[src/rtl/sgsf_pkg.sv]
// ----------------------------------------------------------------------------
// sgsf_pkg
// Types, constants and the control store of the gap slot finder.
// ----------------------------------------------------------------------------
`timescale 1ns / 1ps
`default_nettype none

package sgsf_pkg;

  localparam int unsigned QUEUE_DEPTH   = 64;
  localparam int unsigned NUM_RESOURCES = 4;
  localparam int unsigned TIME_BITS     = 48;

  // Fixed field widths of the request and response items.
  localparam int unsigned SLOT_BITS = 7;
  localparam int unsigned RES_BITS  = 2;

  localparam int unsigned IDX_BITS  = $clog2(QUEUE_DEPTH);
  localparam int unsigned ADDR_BITS = RES_BITS + IDX_BITS;
  localparam int unsigned MEM_DEPTH = NUM_RESOURCES * QUEUE_DEPTH;

  typedef enum logic [1:0] {
    REQ_CLEAR  = 2'd0,
    REQ_APPEND = 2'd1,
    REQ_FIND   = 2'd2
  } req_type_e;

  typedef enum logic [1:0] {
    ST_OK      = 2'd0,
    ST_FULL    = 2'd1,
    ST_CLAMPED = 2'd2
  } status_e;

  // Datapath operations selected by the control word.
  typedef enum logic [3:0] {
    UOP_NOP,
    UOP_ACCEPT,
    UOP_DISPATCH,
    UOP_RES_ZERO,
    UOP_CLEAR,
    UOP_APPEND,
    UOP_FIND_INIT,
    UOP_LOAD_LF,
    UOP_NS_CALC,
    UOP_EVAL,
    UOP_RES_HIT,
    UOP_RES_MISS,
    UOP_PUSH
  } uop_e;

  // Jump conditions.
  typedef enum logic [3:0] {
    C_ALWAYS,
    C_NEVER,
    C_NO_VALID,
    C_IS_CLEAR,
    C_IS_APPEND,
    C_IS_FIND,
    C_FIRST_ZERO,
    C_IX_END,
    C_MISS,
    C_OUT_FULL
  } cond_e;

  localparam int unsigned PC_BITS = 4;
  typedef logic [PC_BITS-1:0] pc_t;

  localparam pc_t PC_FETCH      = 4'd0;
  localparam pc_t PC_DISPATCH   = 4'd1;
  localparam pc_t PC_TRY_APPEND = 4'd2;
  localparam pc_t PC_TRY_FIND   = 4'd3;
  localparam pc_t PC_OTHER      = 4'd4;
  localparam pc_t PC_CLEAR      = 4'd5;
  localparam pc_t PC_APPEND     = 4'd6;
  localparam pc_t PC_FIND       = 4'd7;
  localparam pc_t PC_LOAD_LF    = 4'd8;
  localparam pc_t PC_SCAN       = 4'd9;
  localparam pc_t PC_EVAL       = 4'd10;
  localparam pc_t PC_HIT        = 4'd11;
  localparam pc_t PC_MISS       = 4'd12;
  localparam pc_t PC_PUSH       = 4'd13;

  // One control word: operation, jump condition, jump target. When the
  // condition fails, a word marked last returns to fetch, others fall through.
  typedef struct packed {
    uop_e  uop;
    cond_e cond;
    logic  last;
    pc_t   target;
  } ucode_t;

  // Status flags from the datapath to the sequencer.
  typedef struct packed {
    logic valid;
    logic is_clear;
    logic is_append;
    logic is_find;
    logic first_zero;
    logic ix_end;
    logic miss;
    logic out_full;
  } flags_t;

  function automatic ucode_t ucode_rom(pc_t pc);
    ucode_t w;
    unique case (pc)
      PC_FETCH:      w = '{UOP_ACCEPT,    C_NO_VALID,   1'b0, PC_FETCH};
      PC_DISPATCH:   w = '{UOP_DISPATCH,  C_IS_CLEAR,   1'b0, PC_CLEAR};
      PC_TRY_APPEND: w = '{UOP_NOP,       C_IS_APPEND,  1'b0, PC_APPEND};
      PC_TRY_FIND:   w = '{UOP_NOP,       C_IS_FIND,    1'b0, PC_FIND};
      PC_OTHER:      w = '{UOP_RES_ZERO,  C_ALWAYS,     1'b0, PC_PUSH};
      PC_CLEAR:      w = '{UOP_CLEAR,     C_ALWAYS,     1'b0, PC_PUSH};
      PC_APPEND:     w = '{UOP_APPEND,    C_ALWAYS,     1'b0, PC_PUSH};
      PC_FIND:       w = '{UOP_FIND_INIT, C_FIRST_ZERO, 1'b0, PC_SCAN};
      PC_LOAD_LF:    w = '{UOP_LOAD_LF,   C_NEVER,      1'b0, PC_FETCH};
      PC_SCAN:       w = '{UOP_NS_CALC,   C_IX_END,     1'b0, PC_MISS};
      PC_EVAL:       w = '{UOP_EVAL,      C_MISS,       1'b0, PC_SCAN};
      PC_HIT:        w = '{UOP_RES_HIT,   C_ALWAYS,     1'b0, PC_PUSH};
      PC_MISS:       w = '{UOP_RES_MISS,  C_NEVER,      1'b0, PC_FETCH};
      PC_PUSH:       w = '{UOP_PUSH,      C_OUT_FULL,   1'b1, PC_PUSH};
      default:       w = '{UOP_NOP,       C_ALWAYS,     1'b0, PC_FETCH};
    endcase
    return w;
  endfunction

endpackage

`default_nettype wire

[src/rtl/sgsf_seq.sv]
// ----------------------------------------------------------------------------
// sgsf_seq
// Microcode sequencer: step counter, control store and conditional jumps.
// ----------------------------------------------------------------------------
`timescale 1ns / 1ps
`default_nettype none

module sgsf_seq (
  input  logic             clk_i,
  input  logic             rst_ni,
  input  sgsf_pkg::flags_t flags_i,
  output sgsf_pkg::ucode_t uc_o
);
  import sgsf_pkg::*;

  pc_t    pc_q, pc_d;
  ucode_t uc;
  logic   take;

  always_comb begin
    uc = ucode_rom(pc_q);
    unique case (uc.cond)
      C_ALWAYS:     take = 1'b1;
      C_NEVER:      take = 1'b0;
      C_NO_VALID:   take = !flags_i.valid;
      C_IS_CLEAR:   take = flags_i.is_clear;
      C_IS_APPEND:  take = flags_i.is_append;
      C_IS_FIND:    take = flags_i.is_find;
      C_FIRST_ZERO: take = flags_i.first_zero;
      C_IX_END:     take = flags_i.ix_end;
      C_MISS:       take = flags_i.miss;
      C_OUT_FULL:   take = flags_i.out_full;
      default:      take = 1'b0;
    endcase

    if (take) begin
      pc_d = uc.target;
    end else if (uc.last) begin
      pc_d = PC_FETCH;
    end else begin
      pc_d = pc_q + PC_BITS'(1);
    end
    uc_o = uc;
  end

  always_ff @(posedge clk_i or negedge rst_ni) begin
    if (!rst_ni) begin
      pc_q <= PC_FETCH;
    end else begin
      pc_q <= pc_d;
    end
  end

endmodule

`default_nettype wire

[config.mk]
export PLATFORM = sky130hd
export DESIGN_NAME = sgsf_seq
export DESIGN_NICKNAME = d
export VERILOG_FILES = /design/src/rtl/sgsf_pkg.sv /design/src/rtl/sgsf_seq.sv
export SDC_FILE = /design/constraint.sdc
export NUM_CORES = 1
export LEC_CHECK = 0
export ABC_CLOCK_PERIOD_IN_PS = 2400
export BUFFER_PORTS_ARGS = -buffer_cell sky130_fd_sc_hd__buf_2
export CAP_MARGIN = 20
export CORE_MARGIN = 2
export CORE_UTILIZATION = 47
export DETAILED_ROUTE_END_ITERATION = 8
export PLACE_DENSITY = 0.77
export SYNTH_ARGS = -nofsm -noshare
export SYNTH_HDL_FRONTEND = slang
export SYNTH_SLANG_ARGS = --single-unit
[constraint.sdc]
create_clock -name clk_i -period 2.4 [get_ports clk_i]
set_input_delay 0.48 -clock clk_i [delete_from_list [all_inputs] [get_ports clk_i]]
set_output_delay 0.48 -clock clk_i [all_outputs]
set_load 0.005 [all_outputs]
# Word level (Yosys, flattened, before mapping)
# Memory sizes are Yosys's and may differ from the RTL's.
# Cells that the tools add are included.
# totals
output_inout_bits	13
memories	1
wordCells	16
in_bits	10
romBits	208
ff_bits	4
# memory_table
memory	depth	width	rd	rd_ports_with_merged_regs	write_ports	line_no	rtl
(name not given)	16	13	1	0	0	sgsf_pkg.sv:106	unique case (pc)
# classes
n_addsub	1
n_eq_ne	8
n_mux	3
n_reduce_logical	2
# op_table
operator	n
$eq 4x3->1 const B	4
$pmux 1 s9	1
$eq 4x2->1 const B	2
$eq 4x4->1 const B	2
$mux 4	2
$add 4x1->4 const B	1
$logic_not 4->1	1
$logic_not 1->1	1

# Depth between registers and ports, before layout
# Gate-level depths: netlist (run 1).
# An unclocked memory read counts as a cell.
# logic_depth
ltp_word	4
mapped_depth	8
depth_no_buf	7

# Worst setup path before layout (run 1)
# Ideal clock, no wire load.
# synth_timing
kind	reg-to-reg
startpoint	reg pc_q[1]
endpoint	reg pc_q[0]
setup_slack_ns	0.374
stages_incl_launch_ff	9
period_less_slack_ns	2.026
arrival_ns	1.898
required_time_ns	2.273
cell_sequence	dfrtp_1 inv_1 ha_1 clkbuf_1 mux2i_1 nor4b_1 a31oi_2 nand3_2 mux2_1
# synth_via
elab_chain_len	4
elab_cells_between_ends	13
cone_classes	8 x eq/ne; 3 x mux; 1 x reduce/logical; 1 x memory
# synth_lines
item	line_no	rtl
start, declared	sgsf_seq.sv:16	pc_t pc_q, pc_d;
start signal, assigned	sgsf_seq.sv:50	pc_q <= pc_d;
$mem_v2 16x13 (*)	--	
$eq 4x4->1 (tied with other cells)	sgsf_seq.sv:22	unique case (uc.cond)
$pmux 1 s9	sgsf_seq.sv:22	
$mux 4 (*)	sgsf_seq.sv:36	if (take) begin
via pc_d[0]	sgsf_seq.sv:16	
# Mark *: on every way through the listed nets, which the timed path passes. The rest lies on a longest branch.

==> impl_metrics.ini, run 1 <==
[setup_path]
crit_arrival_ps = 1770
critical_path_class = reg2out
worst_setup_path_end_kind = primary output
cp_data_required_time_ps = 1920
cpMaxStageDelayCell = sky130_fd_sc_hd__dfrtp_1
critPathMaxFanout = 8
cpPeakStageDelay_ps = 370
critical_path.cell_chain = inv_1 -> ha_1 -> nand2_1 -> o21ai_0 -> nand2_1 -> o21ai_0 -> buf_2
setup.worst_path.start_class = flip-flop
reg2reg_depth = 7

[synth]
yosys_most_used_dff = sky130_fd_sc_hd__dfrtp_1
area_of_the_mapped_netlist_um2 = 618.1
synth_top_area_share_pct = 16.19
synth_cells = 79
post-synth-top-area-cell = sky130_fd_sc_hd__dfrtp_1
synthArstFlopShare_pct = 100.0
synthTopCellsByArea = sky130_fd_sc_hd__dfrtp_1 16%, sky130_fd_sc_hd__ha_1 10%, sky130_fd_sc_hd__o21ai_0 8.9%
postSynthRegisterBits = 4
syn-mean-instance-area_um2 = 7.824
synthesis.nets = 94
netlist-cell-type-count = 33
synth_enable_flop_cells = 0
seq_area_frac_synth_pct = 16.19
yosysMostFrequentCell = sky130_fd_sc_hd__o21ai_0
yosys_warnings = 0
synthTopCellsByCount = 11 x sky130_fd_sc_hd__o21ai_0, 6 x sky130_fd_sc_hd__nand2_1

[global_routing]
antenna_found_initial = 0
first_pass_grt_wire_length_um = 2049
globalRoute.totalOverflow = 0
first_global_vias = 518
grt_max_degree = 23
groute.usage.overall_pct = 18.46

[worst_hold_path]
worst_hold_path_type = in2async

[timing]
timing.final.crit_period_ps = 2248
final-hold-violation-count = 0
setup_viol_count_final = 0
max_transition_margin_pct = 74.01
worst_pin_slew_ps = 384.4
fin_setup_tns_ps = 0
final-max-slew-violation-count = 0
grt_setup_unrepaired = no
period_share_pct = 93.66
final_skew_ps = 0.6212
fmax_achieved_mhz = 444.9

[cts]
cts_hold_buffers = 0
cts.clk_slew.worst_paths_ps = 40
cts_tree = yes
clock_latency_ps = 230
cts-root-buf = sky130_fd_sc_hd__clkbuf_4
htree_num_levels = 1
clk_path_buf_depth = 2
cts-resized-gates = 0
clock_sink_count = 4
numCtsBuffers = 3
cts.repair_timing.setup_buffer_count = 0

[pwr]
power.leakage_nw = 0.3850
power_density_nw_per_um2 = 1537
worst_ir_drop_vdd_mv = 0.7569

[detailed_routing]
via_count = 638
route.top_layer_used = met3
remaining_drc_errors = 0
wirelength_um = 1411
drtPass1Iterations = 3
met1_length_um = 675
antenna_violating_nets_post_route = 0
drt-initial-drc-count = 13
wl_met3_um = 73
drt-wirelength-per-cell_um = 12.06
dr_wl_met2_um = 662
vias_per_cell = 5.453

[floorplan]
die-height_um = 40.27
die_area_um2 = 1621
chipWidth_um = 40.27
floorplan.io_pins = 23
num_rows = 13
initial_utilization_pct = 48.72
design.core.area_um2 = 1269

[finish]
antenna_cells = 0
finish.utilization_pct = 60.95
regMostFlops = pc_q
post_layout_nonfiller_instances = 117
net_count_of_the_finished_layout = 119
finalInstanceArea_um2 = 773.2
largest_reg_flops = 4
drive_gt1_share_pct = 32.35
biggestRegsByFlops = pc_q x4
area_growth_pct = 25.10

[placement]
gp_congestion = 0.7552
detailed_place.area_um2 = 750.7
port-buffer-count = 22
dpl.hpwl_um = 1124
placedCellCount = 114

[flow_run]
drv.max_cap_violation_count = 0

[run_status]
outcome = completed
==> cell usage in the layout (no fill, tap or decap), drive strengths merged, types with 4 or more instances in the layout <==
cell,instances
mux2,5
dfrtp,4
ha,5
o21ai,11
a21oi,5
mux2i,4
nand2,6
inv,6
buf,25
==> cells by family after synthesis <==
family / synth area share (%)
compound gates: 25.71
simple gates: 18.63
flops: 16.19
mux: 19.23
buf+inv: 7.287
xor+xnor: 2.835
fa+ha+maj: 10.12
==> layer usage <==
metal / vias up / track usage [%]
met4: 0 / 0
met1: 290 / 22.00
met3: 0 / 5.000
li1: 329 / -
met2: 19 / 34.68
met5: - / 0
==> per-stage QoR <==
| stage | power (W) | hold slack (ps) | setup slack (ps) |
|---|---|---|---|
| after floorplan | 0.0008155 | 184.4 | 374.0 |
| after global placement | 0.001098 | 285.9 | 315.5 |
| after detailed placement | 0.001111 | 287.3 | 299.7 |
| after CTS | 0.001196 | 43.57 | 157.6 |
| after global routing | 0.001301 | 35.00 | 16.66 |
| final | 0.001188 | 46.11 | 152.1 |
==> report_power, final <==
part | total, W | switching [W] | internal, W | leakage (nW)
clock | 0.0000810 | 0.0000252 | 0.0000558 | 0.0138
combinational | 0.000947 | 0.000496 | 0.000450 | 0.323
sequential | 0.000160 | 0.0000556 | 0.000105 | 0.0481
total | 0.00119 | 0.000577 | 0.000611 | 0.385
==> worst max-delay path: cells and delay by family (launching register included) <==
family                     cells  cell delay [ps]
DFF                            1              370
adders and majority gates      1              350
buffers and inverters          2              340
AOI/OAI and AO/OA              2              240
and+or+nand+nor                2              230
==> path summary, 6_finish.rpt <==
check                           startpoint      end  slack, ps
worst max-delay path               pc_q[1]  uc_o[2]        150
worst min-delay path                rst_ni  pc_q[2]         50
worst max register to register     pc_q[1]  pc_q[3]        290
worst min register to register     pc_q[0]  pc_q[0]        770
max in group asynchronous           rst_ni  pc_q[1]       2240
min in group clk_i              flags_i[4]  pc_q[1]        640
==> area by class of cell <==
type	count	area, um2
Sequential cell	4	100.1
Inverter	7	26.28
Multi-Input combinational cell	63	473.0
Fill cell	124	495.5
Clock buffer	3	22.52
Tap cell	15	18.77
Timing Repair Buffer	25	132.6
Power figures use the tool's default switching activity.
==> run 2, diff against run 1 <==
==> constraint.sdc (replaced) <==
create_clock -name clk_i -period 2.4 [get_ports clk_i]
set_input_delay 0.48 -clock clk_i [delete_from_list [all_inputs] [get_ports clk_i]]
set_output_delay 0.48 -clock clk_i [all_outputs]
set_load 0.01 [all_outputs]
==> run 2 against run 1 <==
  * First-iteration DRC count increased by 54%
  * Sequential share of layout area about the same
  * Count of clock-buffer cells in the layout unchanged
  * Cell count unchanged
  * Critical path depth decreased by 2
  * Routed wire length increased by 2.3%
  * Critical endpoint is now uc_o[10]
  * Highest routed layer unchanged
==> impl_metrics.ini, run 2 (synthesis results as in run 1) <==
[detailed_routing]
wirelength_um = 1444
antenna_violating_nets_post_route = 0
remaining_drc_errors = 0
drt-wirelength-per-cell_um = 12.34
drt-initial-drc-count = 20
vias_per_cell = 5.504
drtPass1Iterations = 4
via_count = 644

[setup_path]
critical_path.cell_chain = inv_2 -> ha_1 -> mux2_2 -> a21oi_1 -> buf_2
cpMaxStageDelayCell = sky130_fd_sc_hd__dfrtp_1
crit-reg2reg-capture = pc_q[3]
critPathMaxFanout = 10
critical_path_cell_count = 5
rr_startpoint = pc_q[0]
critical_path_class = reg2out
crit_arrival_ps = 1750
worst-path-buf-inv = 2
r2r_setup_slack_ps = 360
path_delay_family = flip-flops
cpPeakStageDelay_ps = 520
reg2reg_depth = 5
setup.worst_path.start_class = flip-flop
worst_setup_path_end_kind = primary output
cp_data_required_time_ps = 1920

[timing]
worst_pin_slew_ps = 408.5
fmax_achieved_mhz = 449.0
final_skew_ps = 6.591
timing.final.crit_period_ps = 2227
fin_setup_tns_ps = 0
max_transition_margin_pct = 72.38
setup_viol_count_final = 0
final-hold-violation-count = 0
period_share_pct = 92.80
final-max-slew-violation-count = 0
grt_setup_unrepaired = no

[placement]
dpl.hpwl_um = 1122
gp_congestion = 0.7559
port-buffer-count = 22
placedCellCount = 114

[floorplan]
chipWidth_um = 40.27
design.core.area_um2 = 1269
num_rows = 13
die_area_um2 = 1621
initial_utilization_pct = 48.72
die-height_um = 40.27
floorplan.io_pins = 23

[pwr]
power.switching_fraction_pct = 50.95
net-switching-power_w = 0.0006409
clkPwrFrac_pct = 6.6
power.leakage_nw = 0.3838
worst_ir_drop_vdd_mv = 0.8149
power_density_nw_per_um2 = 1622
power_w = 0.001258
p_int_w = 0.0006171
comb_power_share_pct = 80.7
sequential_power_share_pct = 12.8

[finish]
post_layout_nonfiller_instances = 117
largest_reg_flops = 4
filler_cell_count = 109
drive_gt1_share_pct = 33.33
area_growth_pct = 25.51
biggestRegsByFlops = pc_q x4
antenna_cells = 0
most-common-layout-cells = 22 x sky130_fd_sc_hd__buf_2, 11 x sky130_fd_sc_hd__o21ai_0, 6 x sky130_fd_sc_hd__nand2_1
regMostFlops = pc_q
layout_commonest_cell = sky130_fd_sc_hd__buf_2
net_count_of_the_finished_layout = 119

[global_routing]
antenna_found_initial = 0
groute.usage.overall_pct = 19.82
first_pass_grt_wire_length_um = 2201
globalRoute.totalOverflow = 0
grt_max_degree = 23
first_global_vias = 561

[flow_run]
drv.max_cap_violation_count = 0

[cts]
cts_tree = yes
cts_hold_buffers = 0
cts.clk_slew.worst_paths_ps = 40
cts.repair_timing.setup_buffer_count = 0
numCtsBuffers = 3
htree_num_levels = 1
clock_sink_count = 4
clock_latency_ps = 230
clk_path_buf_depth = 2
cts-root-buf = sky130_fd_sc_hd__clkbuf_4

[run_status]
outcome = completed

[worst_hold_path]
worst_hold_path_type = in2async
run 2: worst reg2reg max path, stage by stage, from the launching register on:
cell and delay (ps):
sky130_fd_sc_hd__dfrtp_1 480, sky130_fd_sc_hd__inv_2 150, sky130_fd_sc_hd__mux4_2 500, sky130_fd_sc_hd__or3_1 340, sky130_fd_sc_hd__nand3_2 120, sky130_fd_sc_hd__mux2_1 340
run 2: worst max path at each step:
| stage | from | endpoint | slack, ps |
|---|---|---|---|
| after global routing | pc_q[1] | uc_o[2] | 40 |
| after CTS | pc_q[1] | uc_o[2] | 130 |
| after detailed placement | pc_q[1] | pc_q[3] | 290 |
| after global placement | pc_q[1] | pc_q[2] | 320 |
| after floorplan | pc_q[1] | pc_q[0] | 370 |
| final | pc_q[0] | uc_o[10] | 170 |
run 2: power groups by stage:
stage | clock, W | combinational, W | sequential, W
4_1_cts | 0.0000863 | 0.00102 | 0.000159
5_1_grt | 0.0000920 | 0.00113 | 0.000167
3_5_place_dp | 0 | 0.00101 | 0.000160
3_3_place_gp | 0 | 0.00100 | 0.000158
6_report | 0.0000828 | 0.00101 | 0.000160
2_1_floorplan | 0 | 0.000724 | 0.000153
run 2: per-layer routing:
layer | vias to the layer above | GRT usage, % | wire length, um | share of wire, %
li1 | 331 | - | - | -
met1 | 292 | 23.92 | 673 | 47
met2 | 21 | 35.89 | 694 | 48
met3 | 0 | 5.000 | 76 | 5.3
met4 | 0 | 2.500 | 0 | 0
met5 | - | 0 | 0 | 0
run 2: final cells by class:
| type | count | area [um2] | area share, % |
|---|---|---|---|
| multi-input combinational | 63 | 475.5 | 61.29 |
| timing repair buffer | 25 | 132.6 | 17.10 |
| sequential | 4 | 100.1 | 12.90 |
| inverter | 7 | 26.28 | 3.387 |
| clock buffer | 3 | 22.52 | 2.903 |
| tap | 15 | 18.77 | 2.419 |
run 2: stage by stage:
stage	hold slack, ps	util [%]	worst slack (ps)	cell area [um2]
after global routing	33.93	61.14	43.62	775.7
after detailed placement	286.7	59.17	293.3	750.7
after global placement	286.0	59.17	320.2	750.7
after floorplan	184.4	-	374.0	618.1
after CTS	34.77	60.95	133.2	773.2
final	37.96	61.14	172.7	775.7
run 2: timing repair:
action / CTS / global route
setup endpoints to repair: 0 / 1
endpoints found under the hold margin: 0 / 0
resized for setup: 0 / 1
==> run 3, diff against run 2 <==
--- a/config.mk
+++ b/config.mk
@@ -5,13 +5,15 @@
 export SDC_FILE = /design/constraint.sdc
 export NUM_CORES = 1
 export LEC_CHECK = 0
+export ABC_AREA = 1
 export ABC_CLOCK_PERIOD_IN_PS = 2400
 export BUFFER_PORTS_ARGS = -buffer_cell sky130_fd_sc_hd__buf_2
 export CAP_MARGIN = 20
 export CORE_MARGIN = 2
-export CORE_UTILIZATION = 47
+export CORE_UTILIZATION = 50
 export DETAILED_ROUTE_END_ITERATION = 8
-export PLACE_DENSITY = 0.77
+export PLACE_DENSITY = 0.78
+export RECOVER_POWER = 25
 export SYNTH_ARGS = -nofsm -noshare
 export SYNTH_HDL_FRONTEND = slang
 export SYNTH_SLANG_ARGS = --single-unit
==> run 3 against run 2 <==
  * Die area grew 12%
  * Routed wire length is 23% higher
  * Maximum frequency is 2.2% higher
  * Count of clock-buffer cells in the layout stayed put
  * Cell count increased by 30%
  * Global-route usage rose by 0.83 points
  * Sequential cell count unchanged
  * Setup slack gained 47 ps
  * Worst hold slack better by 27 ps
  * Critical endpoint is now uc_o[8]
==> impl_metrics.ini, run 3 <==
[finish]
post_layout_nonfiller_instances = 152
net_count_of_the_finished_layout = 154
largest_reg_flops = 4
biggestRegsByFlops = pc_q x4
area_growth_pct = 17.79
drive_gt1_share_pct = 35.77
most-common-layout-cells = 31 x sky130_fd_sc_hd__nand2_1, 21 x sky130_fd_sc_hd__buf_2, 14 x sky130_fd_sc_hd__inv_1
layout_commonest_cell = sky130_fd_sc_hd__nand2_1
antenna_cells = 0
regMostFlops = pc_q
finish.utilization_pct = 65.06

[setup_path]
critical_path.cell_chain = inv_1 -> ha_1 -> nand3_2 -> inv_2 -> a21oi_1 -> inv_1 -> buf_2
crit_arrival_ps = 1700
reg2reg_depth = 11
critical_path_cell_count = 7
rr_startpoint = pc_q[1]
r2r_setup_slack_ps = 510
worst-path-buf-inv = 4
crit-reg2reg-capture = pc_q[1]
critical_path_class = reg2out
critPathMaxFanout = 10
cpMaxStageDelayCell = sky130_fd_sc_hd__dfrtp_2
path_delay_family = buffers and inverters
crit_top_cell = sky130_fd_sc_hd__inv_1
setup.worst_path.start = pc_q[1]
worst_setup_path_end_kind = primary output
endpoint = uc_o[8]
cp_data_required_time_ps = 1920
setup.worst_path.start_class = flip-flop
cpPeakStageDelay_ps = 480

[detailed_routing]
antenna_violating_nets_post_route = 0
wirelength_um = 1781
remaining_drc_errors = 0
via_count = 788
drtPass1Iterations = 4
vias_per_cell = 5.184
drt-initial-drc-count = 23
drt-wirelength-per-cell_um = 11.72

[flow_run]
drv.max_cap_violation_count = 0

[timing]
grt_setup_unrepaired = no
timing.final.crit_period_ps = 2180
fmax_achieved_mhz = 458.7
final-max-slew-violation-count = 0
period_share_pct = 90.84
final_skew_ps = 3.767
setup_viol_count_final = 0
final-hold-violation-count = 0
worst_pin_slew_ps = 456.7
hold-worst-slack_ps = 64.96
max_transition_margin_pct = 69.55
fin_setup_tns_ps = 0

[synth]
synthTopCellsByArea = sky130_fd_sc_hd__nand2_1 16%, sky130_fd_sc_hd__dfrtp_1 13%, sky130_fd_sc_hd__ha_1 8.4%
postSynthRegisterBits = 4
yosysMostFrequentCell = sky130_fd_sc_hd__nand2_1
seq_area_frac_synth_pct = 13.42
syn-mean-instance-area_um2 = 6.541
netlist-cell-type-count = 26
synth_top_area_share_pct = 15.60
post-synth-top-area-cell = sky130_fd_sc_hd__nand2_1
area_of_the_mapped_netlist_um2 = 745.7
yosys_warnings = 0
synth_cells = 114
synth_enable_flop_cells = 0
synthArstFlopShare_pct = 100.0
synthesis.nets = 129
yosys_most_used_dff = sky130_fd_sc_hd__dfrtp_1
synthTopCellsByCount = 31 x sky130_fd_sc_hd__nand2_1, 14 x sky130_fd_sc_hd__inv_1, 8 x sky130_fd_sc_hd__nand3_1, 6 x sky130_fd_sc_hd__nor2_1

[worst_hold_path]
worst_hold_path_type = in2async

[run_status]
outcome = completed

[placement]
gp_congestion = 0.8200
dpl.hpwl_um = 1450
placedCellCount = 149
port-buffer-count = 22

[cts]
htree_num_levels = 1
cts-root-buf = sky130_fd_sc_hd__clkbuf_4
cts_tree = yes
clock_sink_count = 4
clock_latency_ps = 240
clk_path_buf_depth = 2
numCtsBuffers = 3
cts.clk_slew.worst_paths_ps = 40

[floorplan]
die-height_um = 42.62
floorplan.io_pins = 23
die_area_um2 = 1816
num_rows = 13
initial_utilization_pct = 55.24
chipWidth_um = 42.62
design.core.area_um2 = 1350

[pwr]
worst_ir_drop_vdd_mv = 0.8655
power_density_nw_per_um2 = 1782
power.leakage_nw = 0.5075
power_w = 0.001565

[global_routing]
groute.usage.overall_pct = 20.65
first_pass_grt_wire_length_um = 2898
antenna_found_initial = 0
first_global_vias = 663
globalRoute.totalOverflow = 0
grt_max_degree = 14
[run 3: changes by cell type after synthesis, moves of 3 or more]
cell,change
sky130_fd_sc_hd__nand3_4,+3
sky130_fd_sc_hd__nand2_2,+3
sky130_fd_sc_hd__nand2_4,+5
sky130_fd_sc_hd__inv_2,+4
sky130_fd_sc_hd__mux2i_1,-4
sky130_fd_sc_hd__nand3_1,+6
sky130_fd_sc_hd__nor2_1,+3
sky130_fd_sc_hd__o21ai_0,-7
sky130_fd_sc_hd__mux2_1,-4
sky130_fd_sc_hd__nand2_1,+25
sky130_fd_sc_hd__nand4_1,+3
sky130_fd_sc_hd__inv_1,+9
sky130_fd_sc_hd__nor2b_1,-3
sky130_fd_sc_hd__clkbuf_1,-5
[run 3: stage by stage]
step | worst slack (ps) | instance area [um2]
2_1_floorplan | 621.2 | 745.7
3_3_place_gp | 449.0 | 855.8
3_5_place_dp | 380.0 | 855.8
4_1_cts | 118.7 | 878.3
5_1_grt | 88.24 | 878.3
6_report | 219.7 | 878.3
[run 3: per-layer routing]
| metal | vias up | GRT usage, % | wire (um) |
|---|---|---|---|
| li1 | 418 | - | - |
| met1 | 348 | 27.46 | 842 |
| met2 | 20 | 33.33 | 861 |
| met5 | - | 0 | 0 |
| met3 | 2 | 1.724 | 56 |
| met4 | 0 | 9.375 | 19 |
[run 3: layout make-up]
type | count | area [um2]
inverters | 19 | 71.32
multi-input cells | 89 | 555.5
repair buffers | 22 | 108.9
fillers | 130 | 471.7
clock buffers | 3 | 22.52
well taps | 15 | 18.77
flip-flops and latches | 4 | 101.3
[run 3: cells by family (layout without fill, tap and decap cells)]
group           Yosys count  count (layout)  synth area share, %
compound gates           17              17                13.93
simple gates             67              67                52.18
flops                     4               4                13.42
fa+ha+maj                 5               5                8.389
buf+inv                  21              44                12.08
[run 3: worst min path at each step]
stage / startpoint / end / slack, ps
finish: rst_ni / pc_q[3] / 60
global route: rst_ni / pc_q[3] / 70
CTS: rst_ni / pc_q[3] / 30
detailed placement: rst_ni / pc_q[3] / 290
global placement: rst_ni / pc_q[3] / 290
floorplan: rst_ni / pc_q[0] / 180
[run 3: timing repair]
item                       CTS  global route
hold buffers                 0             0
setup endpoints to repair    0             1
resized for setup            0             1
buffers inserted             0             0
[run 3: where the power goes]
part,switching [W],internal (W)
sequential,0.0000908,0.000108
clock,0.0000279,0.0000559
combinational,0.000816,0.000467
